### config.mk
export PLATFORM = sky130hd
export DESIGN_NAME = tree_barrier_node_top
export DESIGN_NICKNAME = d
export VERILOG_FILES = /design/src/tbn_pkg.sv /design/src/tbn_front.sv /design/src/tbn_queue.sv /design/src/tbn_back.sv /design/src/tree_barrier_node_top.sv
export SDC_FILE = /design/constraint.sdc
export NUM_CORES = 1
export LEC_CHECK = 0
export ABC_AREA = 1
export CAP_MARGIN = 25
export CORE_ASPECT_RATIO = 1.75
export CORE_MARGIN = 4
export CORE_UTILIZATION = 55
export DETAILED_ROUTE_END_ITERATION = 10
export DONT_BUFFER_PORTS = 1
export PLACE_DENSITY_LB_ADDON = 0.25
export SYNTH_ARGS = -nofsm -noshare
export SYNTH_HDL_FRONTEND = slang
export SYNTH_SLANG_ARGS = --single-unit
### constraint.sdc
create_clock -name i_clk -period 5.9 [get_ports i_clk]
set_clock_uncertainty 0.1 [all_clocks]
set_input_delay 0 -clock i_clk [delete_from_list [all_inputs] [get_ports i_clk]]
set_output_delay 0 -clock i_clk [all_outputs]
set_load 0.01 [all_outputs]
### src/tbn_pkg.sv
// ----------------------------------------------------------------------------
// Tree barrier node package
// Shared constants, field codes and the job record that passes from the
// front end through the job queue to the back end.
// ----------------------------------------------------------------------------
`default_nettype none

package tbn_pkg;

    // Widths of the fields
    localparam int RANK_W  = 10;
    localparam int COUNT_W = 11;
    localparam int CFG_W   = 11;

    // Largest group size that the node honours; larger counts are clamped
    localparam int MAX_NODES = 1024;

    // Default number of jobs held between front and back end (power of two)
    localparam int DEF_QUEUE_DEPTH = 4;

    // Input command codes
    localparam logic CMD_ARRIVE  = 1'b0;
    localparam logic CMD_MESSAGE = 1'b1;

    // Message tags
    localparam logic TAG_ARRIVAL = 1'b0;
    localparam logic TAG_WAKEUP  = 1'b1;

    // Result kinds
    localparam logic KIND_SEND    = 1'b0;
    localparam logic KIND_RELEASE = 1'b1;

    // Configuration register indexes
    localparam logic REG_MY_RANK    = 1'b0;
    localparam logic REG_NODE_COUNT = 1'b1;

    // One unit of work for the back end. A wake job sends to the wakeup
    // children that exist and then releases; otherwise one arrival is sent.
    typedef struct packed {
        logic              is_wake;
        logic [RANK_W-1:0] arr_dest;
        logic              c0_ok;
        logic              c1_ok;
        logic [RANK_W-1:0] c0_dest;
        logic [RANK_W-1:0] c1_dest;
    } t_job;

endpackage

`default_nettype wire

### src/tbn_front.sv
// ----------------------------------------------------------------------------
// Tree barrier node front end
// Accepts events, keeps the barrier state and turns each event that
// completes an episode or a wakeup into a job for the back end.
// ----------------------------------------------------------------------------
`default_nettype none

module tbn_front import tbn_pkg::*; (
    input  wire logic               i_clk,
    input  wire logic               i_rst_n,
    input  wire logic               i_valid,
    output logic                    o_ready,
    input  wire logic               i_cmd,
    input  wire logic [RANK_W-1:0]  i_src_rank,
    input  wire logic               i_msg_tag,
    input  wire logic [RANK_W-1:0]  i_my_rank,
    input  wire logic [COUNT_W-1:0] i_node_count,
    input  wire logic               i_full,
    output logic                    o_push,
    output t_job                    o_job
);

    logic [3:0] r_mask, n_mask;
    logic       r_local, n_local;
    logic       r_awaiting, n_awaiting;

    logic [COUNT_W-1:0] eff_count;
    logic [12:0]        rank4;
    logic [12:0]        arr_base;
    logic [12:0]        src_off;
    logic [11:0]        wchild0;
    logic [11:0]        wchild1;
    logic [3:0]         need;
    logic               arr_hit;
    logic               is_root;
    logic               msg_wake;
    logic               fire;
    logic               accept;
    logic [RANK_W-1:0]  rank_m1;

    assign eff_count = (i_node_count > COUNT_W'(MAX_NODES)) ? COUNT_W'(MAX_NODES)
                                                             : i_node_count;
    assign rank4    = {1'b0, i_my_rank, 2'b00};
    assign arr_base = rank4 + 13'd1;
    assign src_off  = 13'(i_src_rank) - arr_base;
    assign arr_hit  = (13'(i_src_rank) >= arr_base) && (src_off < 13'd4);
    assign wchild0  = {1'b0, i_my_rank, 1'b1};
    assign wchild1  = {1'b0, i_my_rank, 1'b0} + 12'd2;
    assign is_root  = (i_my_rank == '0);
    assign rank_m1  = i_my_rank - RANK_W'(1);

    always_comb begin
        for (int i = 0; i < 4; i++) begin
            need[i] = ((rank4 + 13'(i + 1)) < 13'(eff_count));
        end
    end

    assign o_ready = ~i_full;
    assign accept  = i_valid & ~i_full;

    always_comb begin
        n_mask     = r_mask;
        n_local    = r_local;
        n_awaiting = r_awaiting;
        msg_wake   = 1'b0;
        priority if (i_cmd == CMD_ARRIVE) begin
            if (!r_local && !r_awaiting) begin
                n_local = 1'b1;
            end
        end else if (i_msg_tag == TAG_ARRIVAL) begin
            if (arr_hit && need[src_off[1:0]]) begin
                n_mask[src_off[1:0]] = 1'b1;
            end
        end else begin
            if (r_awaiting && !is_root && (i_src_rank == {1'b0, rank_m1[RANK_W-1:1]})) begin
                msg_wake   = 1'b1;
                n_awaiting = 1'b0;
            end
        end

        fire = !msg_wake && !n_awaiting && n_local && ((n_mask & need) == need);
        if (fire) begin
            n_mask  = '0;
            n_local = 1'b0;
            if (!is_root) begin
                n_awaiting = 1'b1;
            end
        end
    end

    assign o_push         = accept && (msg_wake || fire);
    assign o_job.is_wake  = msg_wake || is_root;
    assign o_job.arr_dest = {2'b00, rank_m1[RANK_W-1:2]};
    assign o_job.c0_ok    = (wchild0 < 12'(eff_count));
    assign o_job.c1_ok    = (wchild1 < 12'(eff_count));
    assign o_job.c0_dest  = wchild0[RANK_W-1:0];
    assign o_job.c1_dest  = wchild1[RANK_W-1:0];

    always_ff @(posedge i_clk) begin
        if (!i_rst_n) begin
            r_mask     <= '0;
            r_local    <= 1'b0;
            r_awaiting <= 1'b0;
        end else if (accept) begin
            r_mask     <= n_mask;
            r_local    <= n_local;
            r_awaiting <= n_awaiting;
        end
    end

`ifndef NO_ASSERTIONS
    // While waiting for a wakeup the local process has already been counted.
    a_await_no_local: assert property (@(posedge i_clk) disable iff (!i_rst_n)
        r_awaiting |-> !r_local)
        else $error("front: local arrival pending while awaiting wakeup");
    // A job leaves only with an accepted event.
    a_push_accept: assert property (@(posedge i_clk) disable iff (!i_rst_n)
        o_push |-> (i_valid && !i_full))
        else $error("front: job pushed without an accepted event");
`endif

endmodule

`default_nettype wire

### src/tbn_queue.sv
// ----------------------------------------------------------------------------
// Tree barrier node job queue
// Small first-in first-out store of jobs between front and back end.
// ----------------------------------------------------------------------------
`default_nettype none

module tbn_queue import tbn_pkg::*; #(
    parameter int QUEUE_DEPTH = DEF_QUEUE_DEPTH
) (
    input  wire logic i_clk,
    input  wire logic i_rst_n,
    input  wire logic i_push,
    input  wire t_job i_job,
    output logic      o_full,
    input  wire logic i_pop,
    output logic      o_valid,
    output t_job      o_job
);

    localparam int PTR_W = $clog2(QUEUE_DEPTH);
    localparam int CNT_W = $clog2(QUEUE_DEPTH + 1);

    t_job             r_mem [QUEUE_DEPTH];
    logic [PTR_W-1:0] r_wptr;
    logic [PTR_W-1:0] r_rptr;
    logic [CNT_W-1:0] r_count;

    assign o_full  = (r_count == CNT_W'(QUEUE_DEPTH));
    assign o_valid = (r_count != '0);
    assign o_job   = r_mem[r_rptr];

    always_ff @(posedge i_clk) begin
        if (i_push) begin
            r_mem[r_wptr] <= i_job;
        end
    end

    always_ff @(posedge i_clk) begin
        if (!i_rst_n) begin
            r_wptr  <= '0;
            r_rptr  <= '0;
            r_count <= '0;
        end else begin
            if (i_push) begin
                r_wptr <= r_wptr + PTR_W'(1);
            end
            if (i_pop) begin
                r_rptr <= r_rptr + PTR_W'(1);
            end
            if (i_push && !i_pop) begin
                r_count <= r_count + CNT_W'(1);
            end else if (i_pop && !i_push) begin
                r_count <= r_count - CNT_W'(1);
            end
        end
    end

`ifndef NO_ASSERTIONS
    a_no_overflow: assert property (@(posedge i_clk) disable iff (!i_rst_n)
        i_push |-> !o_full)
        else $error("queue: push while full");
    a_no_underflow: assert property (@(posedge i_clk) disable iff (!i_rst_n)
        i_pop |-> o_valid)
        else $error("queue: pop while empty");
    a_count_range: assert property (@(posedge i_clk) disable iff (!i_rst_n)
        r_count <= CNT_W'(QUEUE_DEPTH))
        else $error("queue: fill count out of range");
`endif

endmodule

`default_nettype wire

### src/tbn_back.sv
// ----------------------------------------------------------------------------
// Tree barrier node back end
// Expands each job into its result transfers, one per cycle unless the
// receiver stalls, into an output register that the receiver drains.
// ----------------------------------------------------------------------------
`default_nettype none

module tbn_back import tbn_pkg::*; (
    input  wire logic              i_clk,
    input  wire logic              i_rst_n,
    input  wire logic              i_q_valid,
    input  wire t_job              i_q_job,
    output logic                   o_pop,
    output logic                   o_valid,
    input  wire logic              i_ready,
    output logic                   o_kind,
    output logic [RANK_W-1:0]      o_dest,
    output logic                   o_tag,
    output logic                   o_last
);

    typedef enum logic [3:0] {
        S_C0  = 4'b0001,
        S_C1  = 4'b0010,
        S_REL = 4'b0100,
        S_ARR = 4'b1000
    } t_step;

    logic              r_busy;
    t_job              r_job;
    t_step             r_step;
    logic              r_valid;
    logic              r_kind;
    logic [RANK_W-1:0] r_dest;
    logic              r_tag;
    logic              r_last;

    t_job              cur_job;
    t_step             cur_step;
    t_step             nxt_step;
    logic              cur_valid;
    logic              advance;
    logic              res_kind;
    logic [RANK_W-1:0] res_dest;
    logic              res_tag;
    logic              res_last;

    assign cur_valid = r_busy | i_q_valid;
    assign cur_job   = r_busy ? r_job : i_q_job;

    always_comb begin
        if (r_busy) begin
            cur_step = r_step;
        end else if (!i_q_job.is_wake) begin
            cur_step = S_ARR;
        end else if (i_q_job.c0_ok) begin
            cur_step = S_C0;
        end else if (i_q_job.c1_ok) begin
            cur_step = S_C1;
        end else begin
            cur_step = S_REL;
        end
    end

    always_comb begin
        nxt_step = S_REL;
        res_kind = KIND_SEND;
        res_dest = '0;
        res_tag  = TAG_WAKEUP;
        res_last = 1'b0;
        unique case (cur_step)
            S_C0: begin
                res_dest = cur_job.c0_dest;
                nxt_step = cur_job.c1_ok ? S_C1 : S_REL;
            end
            S_C1: begin
                res_dest = cur_job.c1_dest;
            end
            S_REL: begin
                res_kind = KIND_RELEASE;
                res_tag  = TAG_ARRIVAL;
                res_last = 1'b1;
            end
            S_ARR: begin
                res_dest = cur_job.arr_dest;
                res_tag  = TAG_ARRIVAL;
                res_last = 1'b1;
            end
            default: begin
                res_last = 1'b1;
            end
        endcase
    end

    assign advance = cur_valid && (!r_valid || i_ready);
    assign o_pop   = advance && !r_busy;

    always_ff @(posedge i_clk) begin
        if (!i_rst_n) begin
            r_busy  <= 1'b0;
            r_valid <= 1'b0;
        end else begin
            if (advance) begin
                r_valid <= 1'b1;
                r_busy  <= !res_last;
            end else if (i_ready) begin
                r_valid <= 1'b0;
            end
        end
    end

    always_ff @(posedge i_clk) begin
        if (advance) begin
            r_job  <= cur_job;
            r_step <= nxt_step;
            r_kind <= res_kind;
            r_dest <= res_dest;
            r_tag  <= res_tag;
            r_last <= res_last;
        end
    end

    assign o_valid = r_valid;
    assign o_kind  = r_kind;
    assign o_dest  = r_dest;
    assign o_tag   = r_tag;
    assign o_last  = r_last;

`ifndef NO_ASSERTIONS
    // A job still in progress has only its second child or release to go.
    a_busy_step: assert property (@(posedge i_clk) disable iff (!i_rst_n)
        r_busy |-> (r_step == S_C1 || r_step == S_REL))
        else $error("back: bad step for a job in progress");
    // A job in progress always has a result waiting in the output register.
    a_busy_valid: assert property (@(posedge i_clk) disable iff (!i_rst_n)
        r_busy |-> r_valid)
        else $error("back: job in progress without a result shown");
`endif

endmodule

`default_nettype wire

### src/tree_barrier_node_top.sv
// ----------------------------------------------------------------------------
// Tree barrier node
// One node of a barrier over a group of ranks: four-way arrival tree,
// two-way wakeup tree.
//
// The input stream carries events: tuser 0 is the local process arriving,
// tuser 1 a received message whose sender and tag sit in tdata. The output
// stream carries message sends (tuser 0) and local releases (tuser 1); tlast
// marks the final transfer caused by one input event. Events that complete
// nothing produce no transfer at all.
// The front end accepts one event per cycle whenever the job queue has room
// and decides at once what the event causes. A job is written into the
// queue and then, when the back end takes it, into the output register; an
// arrival job gives one transfer, a wake job up to three, issued one per
// cycle by the back end while the receiver takes them. The sustained rate
// is set by the back end's single output register: one transfer per cycle.
// When the receiver stalls, the output register holds its transfer, the
// back end pauses and up to QUEUE_DEPTH jobs collect in the queue before
// tready falls. Reset (synchronous, active low) clears the barrier state,
// empties the queue and the output register, and sets rank 0 and a group of
// one. Configuration writes are taken at any edge with the write enable high.
// ----------------------------------------------------------------------------
`default_nettype none

module tree_barrier_node_top import tbn_pkg::*; #(
    parameter int QUEUE_DEPTH = DEF_QUEUE_DEPTH
) (
    input  wire logic              i_clk,
    input  wire logic              i_rst_n,
    // Configuration writes
    input  wire logic              i_cfg_we,
    input  wire logic              i_cfg_addr,
    input  wire logic [CFG_W-1:0]  i_cfg_wdata,
    // Event stream in
    input  wire logic              i_s_tvalid,
    output logic                   o_s_tready,
    input  wire logic [15:0]       i_s_tdata,   // [9:0] src_rank, [10] msg_tag
    input  wire logic              i_s_tuser,   // [0] cmd
    // Result stream out
    output logic                   o_m_tvalid,
    input  wire logic              i_m_tready,
    output logic [15:0]            o_m_tdata,   // [9:0] dest_rank, [10] out_tag
    output logic                   o_m_tuser,   // [0] out_kind
    output logic                   o_m_tlast    // last transfer of one event
);

    logic [RANK_W-1:0]  r_my_rank;
    logic [COUNT_W-1:0] r_node_count;

    logic              q_push;
    logic              q_full;
    logic              q_pop;
    logic              q_valid;
    t_job              push_job;
    t_job              head_job;
    logic [RANK_W-1:0] out_dest;
    logic              out_tag;

    // Configuration registers; user writes only while node is idle, unchecked.
    always_ff @(posedge i_clk) begin
        if (!i_rst_n) begin
            r_my_rank    <= '0;
            r_node_count <= COUNT_W'(1);
        end else if (i_cfg_we) begin
            unique case (i_cfg_addr)
                REG_MY_RANK:    r_my_rank    <= i_cfg_wdata[RANK_W-1:0];
                REG_NODE_COUNT: r_node_count <= i_cfg_wdata[COUNT_W-1:0];
                default:        r_my_rank    <= r_my_rank;
            endcase
        end
    end

    tbn_front u_front (
        .i_clk        (i_clk),
        .i_rst_n      (i_rst_n),
        .i_valid      (i_s_tvalid),
        .o_ready      (o_s_tready),
        .i_cmd        (i_s_tuser),
        .i_src_rank   (i_s_tdata[RANK_W-1:0]),
        .i_msg_tag    (i_s_tdata[RANK_W]),
        .i_my_rank    (r_my_rank),
        .i_node_count (r_node_count),
        .i_full       (q_full),
        .o_push       (q_push),
        .o_job        (push_job)
    );

    tbn_queue #(
        .QUEUE_DEPTH (QUEUE_DEPTH)
    ) u_queue (
        .i_clk   (i_clk),
        .i_rst_n (i_rst_n),
        .i_push  (q_push),
        .i_job   (push_job),
        .o_full  (q_full),
        .i_pop   (q_pop),
        .o_valid (q_valid),
        .o_job   (head_job)
    );

    tbn_back u_back (
        .i_clk     (i_clk),
        .i_rst_n   (i_rst_n),
        .i_q_valid (q_valid),
        .i_q_job   (head_job),
        .o_pop     (q_pop),
        .o_valid   (o_m_tvalid),
        .i_ready   (i_m_tready),
        .o_kind    (o_m_tuser),
        .o_dest    (out_dest),
        .o_tag     (out_tag),
        .o_last    (o_m_tlast)
    );

    assign o_m_tdata = {5'b00000, out_tag, out_dest};

endmodule

`default_nettype wire

==> flow_summary.toml, run 1 <==
[status]
status = "finished, final reports clean"

[yosys]
seq_area_frac_synth = 0.536
async_flop_share = 0
synth_cell_types = 52
synth_edf_count = 151
synth_common_cells = "nand2_1, nor2_1, edfxtp_1"
synthFlopType = "edfxtp_1"
post-synth-top-area-cell = "edfxtp_1"
synth_cells = 1047
synth_most_common_cell = "nand2_1"
syn_area_um2 = 9890
ys_warn_count = 0
synth_area_leaders = "edfxtp_1, dfxtp_1, ha_1, nand2_1, nor2_1"
avgSynthCellArea_um2 = 9.44
synth-seq-cells = 189
yosysTopAreaCellShare = 0.459

[clock_network]
clk_pin_slew_ns = 0.07
clk_latency_ns = 0.43
htreeDepth = 4
cts_tree = "yes"
cts_buffers = 17
postCtsResizedCells = 0
cts_buffer_depth = 2
clock_sinks = 189
postCtsSetupBuffers = 0
root_buffer = "clkbuf_16"

[timing]
grt_setup_unrepaired = "false"
tns_ns = 0
setup_viol = 0
finalCriticalPeriod_ns = 4.72
finalCritPeriodShare = 0.800
final_max_slew_viol_count = 0
max_freq_mhz = 212
slew_headroom = 0.336
worstMarginPinSlew_ns = 0.992
hold_viol = 0

[setup_path]
reg2reg_from = "r_node_count[0]"
path_class = "flop to flop"
crit_end = "u_queue.r_count[2]"
cp.required_ns = 6.11
end_kind = "flop"
reg2reg_slack_ns = 1.18
worstPathArrival_ns = 4.93
timing.rr.end = "u_queue.r_count[2]"
reg2regPathDepth = 23
critPathLaunch = "r_node_count[0]"
crit_fanout = 11
start_kind = "flop"

[route]
via_count = 7295
via_per_inst = 5.59
first_pass_iters = 5
ant_nets = 0
drtIter0Drc = 347
routedWlPerCell_um = 17.4
route.detailed.drc = 0
wl_um = 22800

[pwr]
cellLeakagePower_nw = 4.42
power.density_nw_per_um2 = 388
combinationalPowerShare = 0.292
seq_power_share = 0.438
intPower_mw = 2.78
peakVddDrop_mv = 0.206
pwr-share-clk = 0.271
p_sw_frac = 0.343
p_switching_mw = 1.45

[place]
portBuffers = 0
dp_hpwl_um = 15500
place.gp.congestion = 0.927
post_dp_cell_area_um2 = 10100

[floorplanning]
die_x_um = 109
initial_core_util = 0.561
die_h_um = 185
ios = 54
rows = 64
design.core.area_um2 = 17600
die-area_um2 = 20300

[layout]
fin_nets = 1157
synthToLayoutAreaGrowth_pct = 10.6
stdcell_area_um2 = 10900
drive_gt1_frac = 0.0940

[global_route]
antenna_found_initial = 1
grt_use_total = 0.237
grt_pass1_vias = 7360
overflow = 0
grt_pass1_wl_um = 36400
grt_max_degree = 60

[run]
maxCapViolCount = 0

[hold_path]
min_path_type = "input port to flop"
[critical path, cell delays in order (launching register included)]
cell      delay (ns)
dfxtp_1         0.33
nor2_1          0.16
nand3_1         0.10
o21bai_1        0.59
nand2_1         0.29
ha_1            0.39
a21oi_1         0.17
o21ai_0         0.15
nand2_1         0.11
nand3_1         0.17
nor2_1          0.22
nor2_4          0.06
a21oi_4         0.17
nand4_1         0.13
nand3b_2        0.13
nand3_4         0.09
o21bai_4        0.16
ha_1            0.17
inv_1           0.06
fa_1            0.38
a21oi_1         0.15
o21ai_0         0.11
o21ai_0         0.17
a21oi_1         0.05
[how the worst min path moves through the flow]
stage,cells after the start,from,end
floorplan,2,i_cfg_wdata[0],r_node_count[0]
global placement,2,i_rst_n,u_queue.r_wptr[1]
detailed placement,1,i_rst_n,r_node_count[0]
CTS,3,i_cfg_addr,r_my_rank[9]
global route,5,i_s_tdata[4],u_queue.r_mem[3][29]
finish,3,i_cfg_addr,r_my_rank[9]
[repair_timing]
action,4_1_cts,5_1_grt
endpoints found under the setup margin,0,0
hold endpoints to repair,42,0
hold buffers,24,0
[area by class of cell]
| class | count | area, um^2 |
|---|---|---|
| multi-input cells | 709 | 4020 |
| inverters | 114 | 428 |
| diodes | 1 | 2.50 |
| flip-flops and latches | 189 | 5300 |
| fillers | 1515 | 6690 |
| repair buffers | 32 | 300 |
| clock buffers | 17 | 425 |
| clock inverters | 13 | 165 |
| well taps | 231 | 289 |
[routing by layer]
metal  global-route usage  vias up  share of wire
met1                0.255     3430           0.38
met5                    0        -              0
li1                     -     3584              -
met4                0.144        0          0.048
met2                0.429      209           0.54
met3               0.0349       72          0.038
[power groups by stage]
stage               Clock, mW  Combinational, mW  Sequential, mW
floorplan                   0              0.922            1.85
global placement            0               1.19            1.88
detailed placement          0               1.22            1.89
CTS                      1.16               1.24            1.86
global route             1.22               1.39            1.87
finish                   1.15               1.24            1.85
[sequential cells by signal, summed over array words and instances, names as in the netlist, named ones only]
register / cells
u_back.r_busy: 1
u_front.r_local: 1
u_queue.r_rptr: 2
u_back.o_valid: 1
u_back.r_job: 20
u_back.r_step: 2
u_back.o_tag: 1
u_back.o_dest: 10
u_front.r_mask: 4
u_back.o_kind: 1
u_back.o_last: 1
r_node_count: 11
u_front.r_awaiting: 1
u_queue.r_count: 3
u_queue.r_wptr: 2
u_queue.r_mem: 116
r_my_rank: 10
[stage by stage]
stage                     total power [mW]  worst slack [ns]  std cells  hold slack [ns]   util
after floorplan                       2.77              1.52       1051           0.0304      -
after global placement                3.07              1.33       1251           0.0250  0.573
after detailed placement              3.10              1.22       1251           0.0168  0.573
after CTS                             4.26              1.20       1305          0.00511  0.620
after global routing                  4.49             0.785       1306           0.0860  0.620
final                                 4.24              1.18       1306           0.0348  0.620
[placed cells by master (no fill, tap or decap), drive strengths merged, types with 2 or more instances in the layout]
| master | synthesis | layout |
|---|---|---|
| conb | 1 | 5 |
| edfxtp | 151 | 151 |
| or2 | 2 | 2 |
| nand2 | 185 | 185 |
| a22o | 3 | 3 |
| xor2 | 15 | 15 |
| o21bai | 8 | 8 |
| clkinv | 3 | 7 |
| a21oi | 54 | 54 |
| nor2 | 181 | 181 |
| xnor2 | 3 | 3 |
| nand3b | 2 | 2 |
| nor3 | 5 | 5 |
| a32o | 9 | 9 |
| ha | 59 | 59 |
| a31oi | 21 | 21 |
| clkinvlp | 0 | 3 |
| o211ai | 10 | 10 |
| o21a | 5 | 5 |
| dfxtp | 38 | 38 |
| buf | 21 | 8 |
| o21ai | 75 | 75 |
| inv | 111 | 114 |
| nand4 | 15 | 15 |
| clkbuf | 18 | 17 |
| bufinv | 0 | 3 |
| nand3 | 42 | 42 |
| dlygate4sd3 | 0 | 24 |
[kinds of logic after synthesis]
group | synth area share
XOR/XNOR | 0.0167
AO/OA/AOI/OAI | 0.115
buffers and inverters | 0.0615
flip-flops | 0.536
AND/OR/NAND/NOR | 0.195
other | 0.000379
adder cells (fa/ha/maj) | 0.0767
(Power assumes the default switching activity.)
==> run 2: changes to the inputs <==
- ABC_AREA: 1 -> 0
- clock period: 5.9 -> 4.55 ns (I/O delays scaled with it)
==> flow_summary.toml, run 2 <==
[layout]
fillers = 1128
synthToLayoutAreaGrowth_pct = 22.8
fin_nets = 937
drive_gt1_frac = 0.237
multi_input_area_um2 = 3940
stdcell_area_um2 = 11400
final_cell_mix = "edfxtp_1, nand2_1, buf_4, dlygate4sd3_1, ha_1"
reg_top3 = "u_queue.r_mem (116), u_back.r_job (20), r_node_count (11)"
regMostFlops = "u_queue.r_mem"
largest_register_ffs = 116
regArea_um2 = 5300
final_common_cell = "edfxtp_1"
diodes = 0
final_cells = 1081

[place]
dp_hpwl_um = 15300
post_dp_cell_area_um2 = 9980
place.gp.congestion = 0.899
place_inst = 968
portBuffers = 0
place_ws_ns = -0.260

[clock_network]
clk_latency_ns = 0.43
root_buffer = "clkbuf_16"
cts_buffer_depth = 2
cts_tree = "yes"
cts_buffers = 17
htreeDepth = 4
clock_sinks = 189
clk_pin_slew_ns = 0.07

[timing]
fin_ws_ns = -0.0713
finalHoldWorstSlack_ns = 0.0835
grt_setup_unrepaired = "true"
setup_viol = 5
final_max_slew_viol_count = 0
slew_headroom = 0.345
finalCritPeriodShare = 1.02
finalCriticalPeriod_ns = 4.62
hold_viol = 0
worstMarginPinSlew_ns = 0.981
max_freq_mhz = 216

[global_route]
antenna_found_initial = 0
overflow = 0
grt_max_degree = 37
grt_pass1_wl_um = 35300
grt_pass1_vias = 6780
grt_use_total = 0.244

[yosys]
synth_most_common_cell = "edfxtp_1"
synthFlopType = "edfxtp_1"
synth-seq-cells = 189
async_flop_share = 0
synth_edf_count = 151
yosysTopAreaCellShare = 0.487
avgSynthCellArea_um2 = 13.0
seq_area_frac_synth = 0.568
ys_warn_count = 0
post-synth-top-area-cell = "edfxtp_1"
synth_cell_types = 66
syn_area_um2 = 9320
synth_common_cells = "edfxtp_1, nand2_1, ha_1"
synth_area_leaders = "edfxtp_1, dfxtp_1, ha_1, mux4_2, nand2_1"
synth_cells = 715

[pwr]
power.density_nw_per_um2 = 447
peakVddDrop_mv = 0.308
cellLeakagePower_nw = 4.21

[setup_path]
cp_num_buf_inv = 1
cp.required_ns = 4.81
cpLargestDelayFamily = "simple AND/OR/NAND/NOR gates"
worstPathArrival_ns = 4.88
end_kind = "flop"
crit_fanout = 5
path_class = "flop to flop"
cp_slowest_cell = "or4_4"
critPathLaunch = "r_node_count[3]"
path_cells = "or4_4 > o31ai_4 > nand2_2 > ha_4 > and3_4 > a221o_1 > nand3_2 > o2111ai_2 > o21a_2 > o31ai_2 > o31ai_1 > or3_4 > nand2_4 > ha_4 > inv_2 > fa_2 > xor2_2 > or3_1 > a21boi_1"
start_kind = "flop"
reg2reg_from = "r_node_count[3]"
cpPeakStageDelay_ns = 0.54
crit_top_cell = "ha_4"

[route]
route.detailed.drc = 0
via_count = 6312
via_per_inst = 5.84
drtIter0Drc = 346
ant_nets = 0
routedWlPerCell_um = 20.8
wl_um = 22500
first_pass_iters = 6

[floorplanning]
design.core.area_um2 = 16500
rows = 62
die_h_um = 180
die_x_um = 106
initial_core_util = 0.564
ios = 54
die-area_um2 = 19200

[status]
status = "finished, violations left"
failed_checks = "negative setup slack"

[run]
maxCapViolCount = 0

[hold_path]
hp-start = "i_rst_n"
min_path_type = "input port to flop"
[run 2: timing repair]
action                                  CTS  global route
gates resized for setup                  15            18
setup buffers                            19             2
gates cloned                              0             0
endpoints found under the setup margin    1            13
pin swaps                                12            10
endpoints found under the hold margin    42             0
hold buffers                             60             0
[run 2: worst register-to-register path, cell delays in order (launching register included)]
cell,delay [ns]
dfxtp_2,0.32
or4_4,0.54
o31ai_4,0.25
nand2_2,0.15
ha_4,0.27
and3_4,0.18
a221o_1,0.30
nand3_2,0.08
o2111ai_2,0.11
o21a_2,0.29
o31ai_2,0.24
o31ai_1,0.10
or3_4,0.36
nand2_4,0.09
ha_4,0.14
inv_2,0.03
fa_2,0.34
xor2_2,0.16
or3_1,0.33
a21boi_1,0.15
[run 2: area by class of cell]
| class | instances | area share |
|---|---|---|
| clock inverter | 15 | 0.0115 |
| tap | 224 | 0.0245 |
| clock buffer | 17 | 0.0372 |
| inverter | 31 | 0.0102 |
| sequential | 189 | 0.463 |
| multi-input combinational | 467 | 0.345 |
| timing repair buffer | 138 | 0.108 |
[run 2: path summary, 6_finish.rpt]
path	end	slack (ns)	depth (start not counted)
setup / recovery	u_queue.r_count[2]	-0.07	19
hold reg to reg	u_queue.r_count[2]	0.44	2
setup reg to reg	u_queue.r_count[2]	-0.07	19
hold / removal	r_node_count[0]	0.08	2
[run 2: metal layers]
layer | up-vias | track usage | part of all wire
met3 | 86 | 0.0412 | 0.038
met1 | 3094 | 0.249 | 0.35
li1 | 2929 | - | -
met4 | 0 | 0.182 | 0.077
met2 | 203 | 0.437 | 0.54
met5 | - | 0 | 0
[run 2: logic make-up after synthesis]
family	count (synthesis)	synth area share
AO/OA/AOI/OAI	107	0.0835
XOR/XNOR	29	0.0273
adder cells (fa/ha/maj)	59	0.0801
buffers and inverters	63	0.0287
flip-flops	189	0.568
multiplexers	51	0.0962
other	1	0.000403
AND/OR/NAND/NOR	216	0.115
[run 2: metrics by stage]
step | util | total power [mW] | setup TNS [ns]
floorplan | - | 3.28 | 0
global placement | 0.604 | 3.58 | -0.0701
detailed placement | 0.604 | 3.62 | -0.260
CTS | 0.687 | 5.09 | -0.0535
global route | 0.692 | 5.36 | -0.686
finish | 0.692 | 5.11 | -0.209
[run 2: power breakdown]
part	switching (mW)	internal [mW]	total, mW
clock	0.672	0.717	1.39
combinational	0.730	0.622	1.35
sequential	0.149	2.22	2.37
total	1.55	3.56	5.11
